$ cat config.mk
export PLATFORM = sky130hd
export DESIGN_NAME = signed_binary_to_decimal_ascii_flat
export DESIGN_NICKNAME = d
export VERILOG_FILES = /design/src/rtl/sbdec_pkg.sv /design/src/rtl/sbdec_req_if.sv /design/src/rtl/sbdec_rsp_if.sv /design/src/rtl/sbdec_ctrl.sv /design/src/rtl/sbdec_dpath.sv /design/src/rtl/signed_binary_to_decimal_ascii.sv /design/src/flat_wrapper.sv
export SDC_FILE = /design/constraint.sdc
export NUM_CORES = 1
export LEC_CHECK = 0
export ABC_AREA = 1
export BUFFER_PORTS_ARGS = -buffer_cell sky130_fd_sc_hd__buf_4
export CAP_MARGIN = 20
export CELL_PAD_IN_SITES_DETAIL_PLACEMENT = 0
export CELL_PAD_IN_SITES_GLOBAL_PLACEMENT = 2
export CORE_MARGIN = 2
export CORE_UTILIZATION = 37
export DETAILED_ROUTE_END_ITERATION = 8
export GPL_TIMING_DRIVEN = 0
export PLACE_DENSITY = 0.95
export SYNTH_ARGS = -nofsm -noshare
export SYNTH_HDL_FRONTEND = slang
export SYNTH_HIERARCHICAL = 1
export SYNTH_SLANG_ARGS = --single-unit
$ cat constraint.sdc
create_clock -name clock -period 9.5 [get_ports clock]
set_clock_uncertainty 0.1 [all_clocks]
set_input_delay 0.95 -clock clock [delete_from_list [all_inputs] [get_ports clock]]
set_output_delay 0.95 -clock clock [all_outputs]
set_load 0.005 [all_outputs]
$ cat src/rtl/sbdec_pkg.sv
package sbdec_pkg;

   // Field widths of the channels
   localparam int VALUE_BITS          = 64;
   localparam int CHAR_BITS           = 6;
   localparam int VALUE_WIDTH_DEFAULT = 64;

   // Character codes, truncated to the six bits the channel carries
   localparam logic [CHAR_BITS-1:0] CHAR_ZERO  = 6'd48;
   localparam logic [CHAR_BITS-1:0] CHAR_MINUS = 6'd45;

   // Shift-add-3 correction
   localparam logic [3:0] BCD_ADJUST_MIN = 4'd5;
   localparam logic [3:0] BCD_ADJUST     = 4'd3;

   typedef struct packed {
      logic load;      // capture a new value
      logic step;      // one shift-add-3 iteration
      logic shift;     // drop the leading digit
      logic sel_sign;  // present the minus sign
   } cmd_type;

   typedef struct packed {
      logic convert_done;
      logic top_zero;
      logic last_digit;
      logic neg;
   } status_type;

endpackage

$ cat src/rtl/sbdec_req_if.sv
interface sbdec_req_if;
   import sbdec_pkg::*;

   logic                         valid;
   logic                         ready;
   logic signed [VALUE_BITS-1:0] value;

   modport source (output valid, output value, input ready);
   modport sink   (input valid, input value, output ready);
endinterface

$ cat src/rtl/sbdec_rsp_if.sv
interface sbdec_rsp_if;
   import sbdec_pkg::*;

   logic                 valid;
   logic                 ready;
   logic [CHAR_BITS-1:0] ascii_char;
   logic                 last_char;

   modport source (output valid, output ascii_char, output last_char, input ready);
   modport sink   (input valid, input ascii_char, input last_char, output ready);
endinterface

$ cat src/rtl/sbdec_ctrl.sv
module sbdec_ctrl (
   input  logic                  clock,
   input  logic                  reset,
   input  logic                  req_valid,
   output logic                  req_ready,
   output logic                  rsp_valid,
   input  logic                  rsp_ready,
   input  sbdec_pkg::status_type status,
   output sbdec_pkg::cmd_type    cmd
);
   import sbdec_pkg::*;

   localparam logic [2:0] ST_IDLE  = 3'd0;
   localparam logic [2:0] ST_CONV  = 3'd1;
   localparam logic [2:0] ST_TRIM  = 3'd2;
   localparam logic [2:0] ST_SIGN  = 3'd3;
   localparam logic [2:0] ST_DIGIT = 3'd4;

   logic [2:0] state_ff;
   logic [2:0] state_in;

   always_comb begin
      state_in  = state_ff;
      cmd       = '0;
      req_ready = 1'b0;
      rsp_valid = 1'b0;
      case (state_ff)
         ST_IDLE: begin
            req_ready = 1'b1;
            if (req_valid) begin
               cmd.load = 1'b1;
               state_in = ST_CONV;
            end
         end
         ST_CONV: begin
            if (status.convert_done) begin
               state_in = ST_TRIM;
            end else begin
               cmd.step = 1'b1;
            end
         end
         ST_TRIM: begin
            // drop leading zeros, keep at least one digit
            if (status.top_zero && !status.last_digit) begin
               cmd.shift = 1'b1;
            end else if (status.neg) begin
               state_in = ST_SIGN;
            end else begin
               state_in = ST_DIGIT;
            end
         end
         ST_SIGN: begin
            rsp_valid    = 1'b1;
            cmd.sel_sign = 1'b1;
            if (rsp_ready) begin
               state_in = ST_DIGIT;
            end
         end
         ST_DIGIT: begin
            rsp_valid = 1'b1;
            if (rsp_ready) begin
               if (status.last_digit) begin
                  state_in = ST_IDLE;
               end else begin
                  cmd.shift = 1'b1;
               end
            end
         end
         default: begin
            state_in = ST_IDLE;
         end
      endcase
   end

   always_ff @(posedge clock) begin
      if (reset) begin
         state_ff <= ST_IDLE;
      end else begin
         state_ff <= state_in;
      end
   end

endmodule

$ cat src/rtl/sbdec_dpath.sv
module sbdec_dpath #(
   parameter int VALUE_WIDTH = sbdec_pkg::VALUE_WIDTH_DEFAULT
) (
   input  logic                                  clock,
   input  logic signed [sbdec_pkg::VALUE_BITS-1:0] req_value,
   input  sbdec_pkg::cmd_type                    cmd,
   output sbdec_pkg::status_type                 status,
   output logic [sbdec_pkg::CHAR_BITS-1:0]       rsp_ascii_char,
   output logic                                  rsp_last_char
);
   import sbdec_pkg::*;

   // Digits of 2^VALUE_WIDTH: floor(W * log10(2)) + 1, with log10(2) ~ 1233/4096
   localparam int NUM_DIGITS = ((VALUE_WIDTH * 1233) >> 12) + 1;
   localparam int BCD_W      = 4 * NUM_DIGITS;
   localparam int CNT_W      = $clog2(VALUE_WIDTH + 1);
   localparam int DCNT_W     = $clog2(NUM_DIGITS + 1);

   logic [VALUE_WIDTH-1:0] mag_ff, mag_in;
   logic                   neg_ff, neg_in;
   logic [BCD_W-1:0]       bcd_ff, bcd_in;
   logic [BCD_W-1:0]       bcd_adj;
   logic [CNT_W-1:0]       bits_ff, bits_in;
   logic [DCNT_W-1:0]      digits_ff, digits_in;
   logic [VALUE_WIDTH-1:0] raw;
   logic [3:0]             top_digit;

   assign raw = req_value[VALUE_WIDTH-1:0];

   // add 3 to every digit of five or more before the shift
   always_comb begin
      for (int i = 0; i < NUM_DIGITS; i++) begin
         if (bcd_ff[4*i +: 4] >= BCD_ADJUST_MIN) begin
            bcd_adj[4*i +: 4] = bcd_ff[4*i +: 4] + BCD_ADJUST;
         end else begin
            bcd_adj[4*i +: 4] = bcd_ff[4*i +: 4];
         end
      end
   end

   always_comb begin
      mag_in    = mag_ff;
      neg_in    = neg_ff;
      bcd_in    = bcd_ff;
      bits_in   = bits_ff;
      digits_in = digits_ff;
      if (cmd.load) begin
         neg_in    = raw[VALUE_WIDTH-1];
         mag_in    = raw[VALUE_WIDTH-1] ? (~raw + 1'b1) : raw;
         bcd_in    = '0;
         bits_in   = CNT_W'(VALUE_WIDTH);
         digits_in = DCNT_W'(NUM_DIGITS);
      end else if (cmd.step) begin
         bcd_in  = {bcd_adj[BCD_W-2:0], mag_ff[VALUE_WIDTH-1]};
         mag_in  = {mag_ff[VALUE_WIDTH-2:0], 1'b0};
         bits_in = bits_ff - 1'b1;
      end else if (cmd.shift) begin
         bcd_in    = {bcd_ff[BCD_W-5:0], 4'b0000};
         digits_in = digits_ff - 1'b1;
      end
   end

   always_ff @(posedge clock) begin
      mag_ff    <= mag_in;
      neg_ff    <= neg_in;
      bcd_ff    <= bcd_in;
      bits_ff   <= bits_in;
      digits_ff <= digits_in;
   end

   assign top_digit = bcd_ff[BCD_W-1 -: 4];

   assign status.convert_done = (bits_ff == '0);
   assign status.top_zero     = (top_digit == 4'd0);
   assign status.last_digit   = (digits_ff == DCNT_W'(1));
   assign status.neg          = neg_ff;

   assign rsp_ascii_char = cmd.sel_sign ? CHAR_MINUS
                                        : (CHAR_ZERO + {{(CHAR_BITS-4){1'b0}}, top_digit});
   assign rsp_last_char  = !cmd.sel_sign && status.last_digit;

endmodule

$ cat src/rtl/signed_binary_to_decimal_ascii.sv
// Signed binary to decimal ASCII. Each transfer on req carries one two's
// complement number; only its low VALUE_WIDTH bits count, and bit
// VALUE_WIDTH-1 is the sign. The block answers with its decimal text on
// rsp, one ASCII character per transfer, most significant digit first:
// a minus sign first for a negative number, then the digits of the
// magnitude without leading zeros, and last_char high on the final
// character. Zero gives the single character '0', and the most negative
// value prints its full magnitude. One number is handled at a time: req
// is ready only while the block is idle. An item goes through a load,
// VALUE_WIDTH shift-add-3 steps in the binary-to-BCD converter, a check
// that the conversion has finished, the trimming of leading zero digits
// and the pick of the sign or the first digit, and then one character
// per cycle sent while rsp is ready. Trimmed zeros and digits always add
// up to the width of the BCD register, 20 digits for 64-bit values.
// Nothing is kept from one number to the next.
module signed_binary_to_decimal_ascii #(
   parameter int VALUE_WIDTH = sbdec_pkg::VALUE_WIDTH_DEFAULT
) (
   input logic         clock,
   input logic         reset,
   sbdec_req_if.sink   req,
   sbdec_rsp_if.source rsp
);
   import sbdec_pkg::*;

   cmd_type    cmd;
   status_type status;

   // sequencer: load, convert, trim leading zeros, send sign and digits
   sbdec_ctrl u_ctrl (
      .clock     (clock),
      .reset     (reset),
      .req_valid (req.valid),
      .req_ready (req.ready),
      .rsp_valid (rsp.valid),
      .rsp_ready (rsp.ready),
      .status    (status),
      .cmd       (cmd)
   );

   // magnitude, BCD digit register and counters
   sbdec_dpath #(
      .VALUE_WIDTH (VALUE_WIDTH)
   ) u_dpath (
      .clock          (clock),
      .req_value      (req.value),
      .cmd            (cmd),
      .status         (status),
      .rsp_ascii_char (rsp.ascii_char),
      .rsp_last_char  (rsp.last_char)
   );

endmodule

$ cat src/flat_wrapper.sv
// flat-port wrapper written by rule: the top's interface ports become plain ports
module signed_binary_to_decimal_ascii_flat import sbdec_pkg::*;
#(
   parameter int VALUE_WIDTH = sbdec_pkg::VALUE_WIDTH_DEFAULT
)
  (clock, reset, req_valid, req_value, req_ready, rsp_valid, rsp_ascii_char, rsp_last_char, rsp_ready);
  sbdec_req_if req_i ();
  sbdec_rsp_if rsp_i ();
  input logic clock;
  input logic reset;
  input wire logic [$bits(req_i.valid)-1:0] req_valid;
  input wire logic [$bits(req_i.value)-1:0] req_value;
  output wire logic [$bits(req_i.ready)-1:0] req_ready;
  output wire logic [$bits(rsp_i.valid)-1:0] rsp_valid;
  output wire logic [$bits(rsp_i.ascii_char)-1:0] rsp_ascii_char;
  output wire logic [$bits(rsp_i.last_char)-1:0] rsp_last_char;
  input wire logic [$bits(rsp_i.ready)-1:0] rsp_ready;
  assign req_i.valid = req_valid;
  assign req_i.value = req_value;
  assign req_ready = req_i.ready;
  assign rsp_valid = rsp_i.valid;
  assign rsp_ascii_char = rsp_i.ascii_char;
  assign rsp_last_char = rsp_i.last_char;
  assign rsp_i.ready = rsp_ready;
  signed_binary_to_decimal_ascii #(.VALUE_WIDTH(VALUE_WIDTH)) u_core (.clock(clock), .reset(reset), .req(req_i), .rsp(rsp_i));
endmodule
=== Yosys cells after proc, flatten, opt, wreduce, memory -nomap -nowiden ===
Cells that the tools add are included.

* Register bits: 160
* Bits of input ports: 68
* Output and inout port bits: 9
* Word-level logic and storage cells: 120

* $add $sub $neg: 24
* Order comparisons: 20
* Equal/unequal tests: 11
* Muxes and demuxes: 45
* Bitwise logic cells: 2
* Reduce and logical (&&, ||, !) cells: 12

{| class="wikitable"
|+ Operators with widths
! cell !! number
|-
| 64-bit two-way mux || 3
|-
| 80-bit two-way mux || 2
|-
| 4-bit by 3-bit greater-or-equal comparator with 1-bit output (second input constant) || 20
|-
| 4-bit by 2-bit adder with 4-bit output (second input constant) || 19
|-
| 4-bit two-way mux || 19
|-
| 64-bit by 1-bit adder with 64-bit output (second input constant) || 1
|-
| 64-bit inverter || 1
|-
| 3-bit two-way mux || 8
|-
| 3-bit case mux with 5 select lines || 1
|-
| 1-bit two-way mux || 10
|-
| 2-bit != test (second input constant) || 5
|-
| 7-bit logical NOT || 1
|-
| 7-bit by 1-bit subtractor with 7-bit output (second input constant) || 1
|-
| 5-bit by 5-bit adder with 6-bit output (first input constant) || 1
|-
| 3-bit by 2-bit == test with 1-bit output (second input constant) || 2
|-
| 6-bit two-way mux || 1
|-
| 6-bit AND reduction || 1
|-
| 5-bit by 1-bit == test with 1-bit output (second input constant) || 1
|-
| 5-bit by 1-bit subtractor with 5-bit output (second input constant) || 1
|-
| 4-bit logical NOT || 1
|-
| 2-bit nonzero test || 2
|-
| 3-bit by 2-bit adder with 3-bit output (second input constant) || 1
|-
| 3-bit by 1-bit == test with 1-bit output (second input constant) || 1
|-
| 3-bit == test (second input constant) || 1
|-
| 8 further kinds || 10
|}

=== Logic depth before layout (Yosys ltp) ===
* Depth in word-level cells: 7
* Depth in mapped cells: 15
* Depth with buffers taken out: 15

=== Modules after synthesis ===
The synthesis kept the hierarchy.

{| class="wikitable"
|+ By module, submodules not included
! module !! times used !! cells each !! area an instance (µm²) !! sequential area each (µm²)
|-
| sbdec_dpath || 1 || 1,526 || 10,388.7 || 3,793.6
|-
| sbdec_ctrl || 1 || 51 || 304.0 || 60.1
|}

=== Worst setup path before layout ===
Ideal clock, no wire load.

* Path kind: input -> register
* Start point: in req_valid
* End point: reg u_core.u_dpath.mag_ff[0], enable pin
* Setup time: 688 ps
* Arrival time: 2,773 ps
* Data required time: 8,712 ps
* Setup slack: 5,940 ps
* Cell stages on the path: 6
* Path buffers: 2
* Cell sequence: inv_1 > nor2_1 > inv_1 > clkbuf_1 > clkbuf_1 > nand2_1

{| class="wikitable"
|+ RTL lines
! element !! line !! RTL
|-
| from (decl) || flat_wrapper.sv:11 || <nowiki>input wire logic [$bits(req_i.valid)-1:0] req_valid;</nowiki>
|-
| to (signal assigned) || sbdec_dpath.sv:64 || <nowiki>mag_ff <= mag_in;</nowiki>
|-
| to (decl) || sbdec_dpath.sv:19 || <nowiki>logic [VALUE_WIDTH-1:0] mag_ff, mag_in;</nowiki>
|}

==> results.cfg <==
[yosys]
yosys_register_bits = 160
seq_area_frac_synth_pct = 36.04
syn-instance-count = 1577
syn_avg_cell_area_um2 = 6.780
syn-num-nets = 1689
ys.flop_type = dfxtp_1
syn_area_um2 = 10690
yosysWarnings = 6
yosys.cell_types.count = 38
synth_edf_count = 65
async_reset_ff_share_pct = 0

[floorplanning]
rows = 62
ios = 77
die_y_um = 174
start_util_pct = 37.46
core-area_um2 = 28550
die_w_um = 174
die_area_um2 = 30280

[critical_path]
path_common_cell = inv_1
worst_path_dominant_cell_family = simple AND/OR/NAND/NOR gates
worstSetupPathType = register to register
crit_fanout = 64
start_kind = register
required_ns = 9.46
arrival_ns = 2.86
r2r_slack_ns = 6.60
crit_buf_inv = 4
end_kind = register
crit_slowest_cell = nand2_4
slowest_delay_ns = 0.75
crit_chain = inv_1 -> ha_1 -> nand2_1 -> nor2_1 -> nand3b_1 -> inv_1 -> clkinv_1 -> clkbuf_1 -> nand2_4

[cts]
clock_path_buffers = 2
cts_sinks = 160
clkTransAtPathRegs_ns = 0.07
postCtsSetupRepairBufs = 0
hold_buffers = 0
cts.repair.resized = 0
clock-root-buffer = clkbuf_16
clk_latency_ns = 0.44
cts_tree = done
numCtsBuffers = 17
h-tree-depth = 4

[sta]
period_share_pct = 30.52
clock.fmax_ghz = 0.3449
drv_slew = 0
period_needed_ns = 2.900
slew-limit-headroom_pct = 41.40
holdWs_ns = 0.3738
fin_setup_tns_ns = 0
hold_viol_final = 0
tightest_slew_ns = 0.8791
setup_viol_count_final = 0
rsz0062_at_grt = no

[placement]
dp_hpwl_um = 23830
port_buffers = 75
gp_congestion = 0.9546

[route]
finalWirelength_um = 32050
routed_via_density = 5.110
num_vias = 10570
ant_nets = 0
drc = 0
dr.pass1.iters = 5
routedWlPerCell_um = 15.50
drt_iter0_drc = 765

[layout]
multiInputGateArea_um2 = 5927
antenna_cells = 0
mostFrequentLayoutCell = nand2_1
nNetsFinal = 1783
fillers = 3129
seqCellArea_um2 = 3854
final_cell_mix = nand2_1 (452), nor2_1 (169), inv_1 (166)
area_delta_synth_final_pct = 15.06
drive_gt1_share_pct = 9.679

[power]
peakVddDrop_mv = 0.1345
power_w = 0.002764
power_leakage_nw = 4.705
powerDensity_nw_per_um2 = 224.7

[global_route]
grt_first_pass_wirelength_um = 51980
grtUsageTotal_pct = 21.29
grt_max_degree = 65
antenna_found_initial = 0
grt_remaining_overflow = 0
grt_pass1_vias = 10060

[hold_path]
hp-class = register to register

[run]
drv_cap = 0

[outcome]
status = finished, final reports clean
worst reg2reg max path, stage by stage, from the launching register on:
cell      delay, ns
dfxtp_1        0.33
inv_1          0.06
ha_1           0.22
nand2_1        0.08
nor2_1         0.04
nand3b_1       0.19
inv_1          0.13
clkinv_1       0.23
clkbuf_1       0.37
nand2_4        0.75
cells in the mapped netlist (all sizes together) (2+ instances only):
library cell | number | area share (%)
inv | 172 | 6.0
clkbuf | 42 | 1.5
clkinv | 2 | 0.070
nand3 | 114 | 5.6
o21ai | 128 | 6.2
nor3 | 7 | 0.33
nand3b | 12 | 0.84
nor2 | 184 | 7.0
nand4 | 21 | 1.2
nor4 | 2 | 0.12
dfxtp | 95 | 18
a31oi | 81 | 4.7
xnor2 | 9 | 0.74
nand2 | 463 | 17
ha | 44 | 5.1
xor2 | 30 | 2.5
edfxtp | 65 | 18
buf | 17 | 1.0
a21oi | 73 | 3.4
o22ai | 9 | 0.53
or2 | 4 | 0.23
registers in the layout, indices dropped and copies added, names as in the netlist:
signal and flops:
u_core/u_dpath/digits_ff 5, u_core/u_dpath/mag_ff 64, u_core/u_ctrl/state_ff 3, u_core/u_dpath/neg_ff 1, u_core/u_dpath/bits_ff 7, u_core/u_dpath/bcd_ff 80
power breakdown:
part / switching [W] / leakage [nW] / internal [W]
clock network: 0.000311 / 0.267 / 0.000365
logic: 0.000741 / 3.04 / 0.000284
registers: 0.0000683 / 1.40 / 0.000994
final cells by class:
class                           instances  area share (%)
Tap cell                              384           3.905
Timing Repair Buffer                   75           4.576
Buffer                                 59           2.166
Inverter                              174           5.309
Multi-Input combinational cell       1184           48.17
Clock buffer                           18           3.488
Clock inverter                         14           1.058
Sequential cell                       160           31.32
path summary, 6_finish.rpt:
path | startpoint | depth (start not counted) | endpoint
max reg2reg | u_core/u_dpath/bits_ff[0] | 9 | u_core/u_dpath/mag_ff[35]
min reg2reg | u_core/u_dpath/bits_ff[6] | 1 | u_core/u_dpath/bits_ff[6]
min | u_core/u_dpath/bits_ff[6] | 1 | u_core/u_dpath/bits_ff[6]
max | u_core/u_dpath/bits_ff[0] | 9 | u_core/u_dpath/mag_ff[35]
metrics by stage:
| stage | cell area (um2) | setup slack (ns) | utilization [%] | instances |
|---|---|---|---|---|
| after global routing | 12300 | 6.237 | 43.10 | 2068 |
| after global placement | 11740 | 4.578 | 41.11 | 2036 |
| final | 12300 | 6.600 | 43.10 | 2068 |
| after CTS | 12300 | 6.513 | 43.10 | 2068 |
| after floorplan | 10690 | 5.940 | - | 1577 |
| after detailed placement | 11740 | 6.048 | 41.14 | 2036 |
kinds of logic after synthesis:
| kind of cell | Yosys count | share of synthesized area [%] |
|---|---|---|
| compound gates | 293 | 15.04 |
| xor+xnor | 39 | 3.194 |
| fa+ha+maj | 44 | 5.149 |
| buf+inv | 233 | 8.600 |
| flops | 160 | 36.04 |
| other cells | 1 | 0.03507 |
| simple gates | 807 | 31.94 |
routing by layer:
layer  track usage, %  vias up  wire length (um)
li1                 -     5401                 -
met1            28.09     4885             15120
met2            36.75      259             15170
met3            2.997       22              1339
met4            5.147        0               420
met5                0        -                 0
Power figures use the tool's default switching activity.
